File: src/ihq_pkg.sv
package ihq_pkg;

  typedef logic signed [15:0] sample_t;
  typedef logic signed [31:0] hist_t;

  // Coefficient magnitudes, exact at 24 fraction bits
  localparam longint C0_24  = 64'sd1129690;
  localparam longint C1_24  = 64'sd12334664;
  localparam longint C2_24  = 64'sd5234785;
  localparam longint C3_24  = 64'sd20661756;
  localparam longint ONE_24 = 64'sd16777216;

  // Round a positive 24-fraction-bit magnitude half up to frac bits
  function automatic longint coef_round(input longint m, input int unsigned frac);
    longint sh;
    sh = 64'(24 - frac);
    return (m + ((longint'(1) << sh) >>> 1)) >>> sh;
  endfunction

  // Q24.8 history value to a 16-bit sample: truncate toward zero, saturate
  function automatic sample_t out16(input hist_t y);
    logic signed [23:0] t;
    t = y[31:8] + {23'b0, y[31] & (|y[7:0])};
    if ((&t[23:15]) || (~|t[23:15])) begin
      return t[15:0];
    end else if (t[23]) begin
      return 16'sh8000;
    end else begin
      return 16'sh7fff;
    end
  endfunction

endpackage

File: src/ihq_fb_sect.sv
module ihq_fb_sect #(
  parameter int unsigned FRAC = 16,
  parameter int unsigned CW = 18,
  parameter int unsigned FW = 36,
  parameter logic signed [CW-1:0] COEF_A = '0,
  parameter logic signed [CW-1:0] COEF_B = '0
) (
  input  logic                 clk_i,
  input  logic                 rst_ni,
  input  logic                 en_i,
  input  logic signed [FW-1:0] ff_i,
  output ihq_pkg::hist_t       y_o
);
  import ihq_pkg::*;

  localparam int unsigned AW = FRAC + 36;
  localparam int unsigned QW = AW - FRAC;
  localparam int unsigned PW = 32 + CW;

  hist_t                y0_q, y1_q, y2_q, y_d;
  logic signed [PW-1:0] pa_q, pb_q, pa_d, pb_d;
  logic signed [AW-1:0] acc;
  logic        [QW-1:0] quo;
  logic                 rnd;

  // pa holds COEF_A * y[n-2], pb holds COEF_B * y[n-4] for the item now here
  assign acc = (AW'(ff_i) <<< 8) + AW'(pa_q) - AW'(pb_q);
  assign rnd = acc[AW-1] & (|acc[FRAC-1:0]);
  assign quo = acc[AW-1:FRAC] + {{(QW-1){1'b0}}, rnd};

  always_comb begin
    if ((&quo[QW-1:31]) || (~|quo[QW-1:31])) begin
      y_d = quo[31:0];
    end else if (quo[QW-1]) begin
      y_d = 32'sh8000_0000;
    end else begin
      y_d = 32'sh7fff_ffff;
    end
  end

  assign pa_d = COEF_A * y0_q;
  assign pb_d = COEF_B * y2_q;

  always_ff @(posedge clk_i or negedge rst_ni) begin
    if (!rst_ni) begin
      y0_q <= '0;
      y1_q <= '0;
      y2_q <= '0;
      pa_q <= '0;
      pb_q <= '0;
    end else if (en_i) begin
      y0_q <= y_d;
      y1_q <= y0_q;
      y2_q <= y1_q;
      pa_q <= pa_d;
      pb_q <= pb_d;
    end
  end

  assign y_o = y0_q;

endmodule

File: config.mk
export PLATFORM = sky130hd
export DESIGN_NAME = ihq_fb_sect
export DESIGN_NICKNAME = d
export VERILOG_FILES = /design/src/ihq_pkg.sv /design/src/ihq_fb_sect.sv
export SDC_FILE = /design/constraint.sdc
export NUM_CORES = 1
export LEC_CHECK = 0
export ABC_AREA = 1
export BUFFER_PORTS_ARGS = -buffer_cell sky130_fd_sc_hd__buf_4
export CAP_MARGIN = 10
export CORE_ASPECT_RATIO = 0.7
export CORE_UTILIZATION = 45
export DETAILED_ROUTE_END_ITERATION = 10
export GPL_TIMING_DRIVEN = 1
export PLACE_DENSITY = 0.76
export REMOVE_ABC_BUFFERS = 1
export SLEW_MARGIN = 10
export SYNTH_ARGS = -nofsm -noshare
export SYNTH_HDL_FRONTEND = slang
export SYNTH_SLANG_ARGS = --single-unit
File: constraint.sdc
create_clock -name clk_i -period 0.8 [get_ports clk_i]
set_input_delay 0.04 -clock clk_i [delete_from_list [all_inputs] [get_ports clk_i]]
set_output_delay 0.04 -clock clk_i [all_outputs]
set_load 0.01 [all_outputs]
# After elaboration in Yosys (flattened, before gate mapping)
# Index checks and enable logic that the tools add are counted.
# W data, S select, Z words.
# totals
register_bits	32
in_bits	39
output_inout_bits	32
word_cells	10
# op_classes
add_sub_neg	1
muxes	2
bitwise	1
n_reduce_logical	5
# op_table
op	count
$mux W32	2
$add A28 B2 Y29	1
$reduce_or A8 Y1	1
$reduce_and A5 Y1	1
$reduce_or A5 Y1	1
$and A1 B1 Y1	1
$logic_not A1 Y1	1
$logic_or A1 B1 Y1	1

# Longest topological paths before layout
# logic_depth
word_depth	7
mapped_depth	12
depth_no_buf	12

# Worst setup path after synthesis
# No wires, ideal clock.
# synth_timing
kind	input-to-reg
from	input ff_i[1]
to	register y0_q[30], in the netlist y_o[30]
setup_ns	0.120
arrival_ns	1.285
t_required_ns	0.680
slack_ns	-0.605
cell_stages	11
path_buffers	0
cell_sequence	nor4_1 a21boi_0 ha_1 ha_1 inv_1 nor2_4 nand2_4 nor2_4 nand2_2 o21ai_1 nand2_1
# synth_via
elab_chain_cells	7
word_cells_on_any_way	9
classes_between	add/sub: 1; mux: 2; bitwise: 1; reduce/logical: 5
# synth_lines
element	line_no	source
from (decl)	ihq_fb_sect.sv:11	input logic signed [FW-1:0] ff_i,
$reduce_or A8 Y1 *	ihq_fb_sect.sv:28	assign rnd = acc[AW-1] & (|acc[FRAC-1:0]);
$and A1 B1 Y1 *	ihq_fb_sect.sv:28	
$add A28 B2 Y29 *	ihq_fb_sect.sv:29	assign quo = acc[AW-1:FRAC] + {{(QW-1){1'b0}}, rnd};
$reduce_or A5 Y1	ihq_fb_sect.sv:32	if ((&quo[QW-1:31]) || (~|quo[QW-1:31])) begin
$logic_not A1 Y1	ihq_fb_sect.sv:32	
$logic_or A1 B1 Y1	ihq_fb_sect.sv:32	
$mux W32 *	ihq_fb_sect.sv:32	
to (signal assigned)	ihq_fb_sect.sv:52	y0_q <= y_d;
to (decl)	ihq_fb_sect.sv:20	hist_t y0_q, y1_q, y2_q, y_d;
# Mark *: on every way between the ends. The rest lies on a longest branch, timed or not.
# A chain may end at the register's enable or synchronous reset.

# Worst setup path in the final report
# layout_timing
from	input ff_i[2]
to	register y0_q[24], in the netlist y_o[24]
# Same word-level chain as after synthesis.

==> run metrics <==
die width=81.0 µm; CP Class=input port to register; Slew headroom=73.7%; global-route wire length before repair=10.3 mm; worst hold path type=input port to register; Via-to-Cell Ratio=about 5.0; Nets=442; Worst Setup End Kind=register; failing checks=setup timing; Starting Density=48.7%; HPWL Detailed=~4.2 mm; slowest cell on the critical path=ha_2; top cell type's share of synthesized area=36.9%; critical path startpoint=ff_i[2]; adder-cell share of the synthesized area=around 1.9%; most frequent cell on the critical path=nor2_4; vias in the first global route=2257; multi-input combinational cell area=1340 µm²; CTS tree=built; Filler Cell Count=226; mux contribution to synthesized area=0%; P per Cell Area=1240 nW/µm²; Cell Int Power=3.03 mW; Slew @ Worst Pin=roughly 0.4 ns; pre-CTS setup slack=-0.888 ns; final WL=6.54 mm; Hold Fails Final Rpt=0; Worst EP arrival=roughly 1.4 ns; Synth Area in XOR/XNOR=3.12%; CP required=0.97 ns; clk slew on worst S/H paths=roughly 0.060 ns; depth of the CTS H-tree=2; Largest register FFs=29; hold_sp=ff_i[21]; Placer Congestion=0.845; clock buffer count from CTS=5; R2R Path Start=y_o[12]; final worst-path cycle share=158%; clock buffer depth=2; final setup fails=60; Antenna Cells=0; ys flop type=dfrtp_1; largest net degree at the start of global routing=30; FMAX=~0.8 GHz; P_leak=1.75 nW; first drt pass iteration count=4; Seq cells post-synth=29; total power=4.29 mW; Compound-Gate Fraction of Synth Area=4.52%; wire per inst=between 10 and 15 µm; post-synthesis cell type count=31; outcome=complete, but fails checks; WP buf/inv=2; Max Cap Viol=0; Reg power frac=40.0%; VDD IR max=1140 µV; Site Rows=19; syn_area_per_cell=7.05 µm²; final worst slack=-0.460 ns; Switching Power=1.25 mW; CP Launch Type=input port; cell chain of the critical path=buf_6 > nor4_4 > a21boi_2 > ha_2 > ha_4 > inv_4 > nor2_4 > nand2_4 > nor2_4 > nand3_1 > nand3_2 > nand2_1; CP peak stage delay=0.24 ns; Root Buffer=clkbuf_8; Gate power share=between 30% and 40%; clock power share=28.4%; sequential cell area=726 µm²; io pins=71; number of synthesized flops with an enable pin=0; Sink Count=29; Post-Syn Area=a little under 2000 µm²; Sw Share=29.2%; Max FO, Critical Path=5; most area-consuming cells after synthesis=dfrtp_1 (37%), nand2_1 (21%), nand3_1 (7.6%); die area=4640 µm²; Post-Synth Simple-Gate Area=45.7%; largest family of logic cells by synthesized area=simple AND/OR/NAND/NOR gates; FFs w/ async S/R, synth=between 90% and 100%; YS warnings=0; antenna viol nets, final=0; Synth area leader=dfrtp_1; Final min period=roughly 1.3 ns; Largest delay share family, worst path=simple AND/OR/NAND/NOR gates; clock skew=0 ns; gr ovfl total=0; 1st-iter DRT viols=178; Area growth syn-to-layout=75.7%; setup repair after global routing missed its margin=true; synthesized instance count=about 280; DR vias=2281; die height=57.3 µm; layout cell share with drive strength beyond 1=48.5%; worst-skew pair later-pin latency=0.27 ns; core area=4040 µm²; sequential share of the synthesized area=36.9%; pins over their slew limit=0; Port Buffers=70; DRC errors left=0; all-layer global routing usage=29.5%; antenna violations before repair=0
[kinds of logic (layout without fill, tap and decap cells)]
logic type | count (synthesis) | in the layout
adders and majority gates | 3 | 3
buffers and inverters | 31 | 152
xor gates and xnor gates | 7 | 7
DFF | 29 | 29
and+or+nand+nor | 194 | 194
AOI/OAI and AO/OA | 15 | 15
[per-stage QoR]
stage	std cells	area [µm²]	hold WS, ns	TNS, ns	util [%]
after floorplan	270	1890	-0.256	-12.26	-
after global placement	429	2790	-0.00413	-19.58	69.0
after detailed placement	429	2790	-0.00807	-21.65	69.0
after CTS	447	3300	0.0469	-10.23	81.7
after global routing	452	3460	0.0641	-13.48	85.5
final	452	3460	0.0600	-10.89	85.5
[cell type report]
| cell class | instances | share of cell area, % |
|---|---|---|
| multi-input combinational | 219 | 38.8 |
| clock buffer | 7 | 2.50 |
| inverter | 22 | 2.46 |
| sequential | 29 | 21.0 |
| timing repair buffer | 123 | 33.3 |
| tap | 52 | 1.88 |
[power by group through the flow]
stage / clock [mW] / combinational [mW] / sequential, mW
detailed placement: 0 / 1.04 / 1.71
floorplan: 0 / 0.290 / 1.78
CTS: 1.24 / 1.27 / 1.71
global placement: 0 / 1.02 / 1.71
finish: 1.22 / 1.35 / 1.72
global route: 1.34 / 1.45 / 1.73
[cells in the mapped netlist, drive strengths merged, types with 2 or more instances]
cell and instances:
buf 7, dfrtp 29, o21bai 3, xor2 4, inv 22, nand2 119, ha 3, nor4 2
nand3 30, nor2 38, clkbuf 2, or2 2, o21ai 8, xnor2 3
[worst paths after layout]
kind	to	slack (ns)	depth (start not counted)
min in group asynchronous	y_o[6]	0.24	2
max in group asynchronous	y_o[21]	0.27	2
worst min-delay path	y_o[13]	0.06	4
worst max-delay path	y_o[24]	-0.46	12
worst max register to register	y_o[12]	0	3
worst min register to register	y_o[17]	0.50	2
[placed cells by master, fill, tap and decap left out, drive strengths merged, types with 2 or more instances in the layout]
| cell type | synthesis | final |
|---|---|---|
| xnor2 | 3 | 3 |
| dfrtp | 29 | 29 |
| o21bai | 3 | 3 |
| nand2 | 119 | 119 |
| or2 | 2 | 2 |
| nor4 | 2 | 2 |
| xor2 | 4 | 4 |
| inv | 22 | 22 |
| ha | 3 | 3 |
| nor2 | 38 | 38 |
| clkbuf | 2 | 7 |
| o21ai | 8 | 8 |
| buf | 7 | 122 |
| nand3 | 30 | 30 |
[layer usage]
| layer | share of wire, % | wire (µm) | GRT usage, % |
|---|---|---|---|
| met5 | 0 | 0 | 0 |
| met4 | 1.1 | 69 | 6.89 |
| met3 | 7.3 | 476 | 7.04 |
| met2 | 50 | 3290 | 50.8 |
| met1 | 41 | 2710 | 37.4 |
[worst reg2reg max path, cell delays in order (launching register included)]
cell and delay, ns:
dfrtp_1 0.41, buf_4 0.15, nor2_1 0.08, a31oi_1 0.05
[timing repair]
action                     CTS  global route
hold endpoints to repair    29             0
setup endpoints to repair   61            61
cloned                       0             0
pin swaps                   40            35
buffers inserted            10             6
hold buffers                 1             0
resized for setup           81            26
No activity file was read; power rests on OpenSTA's default activity.
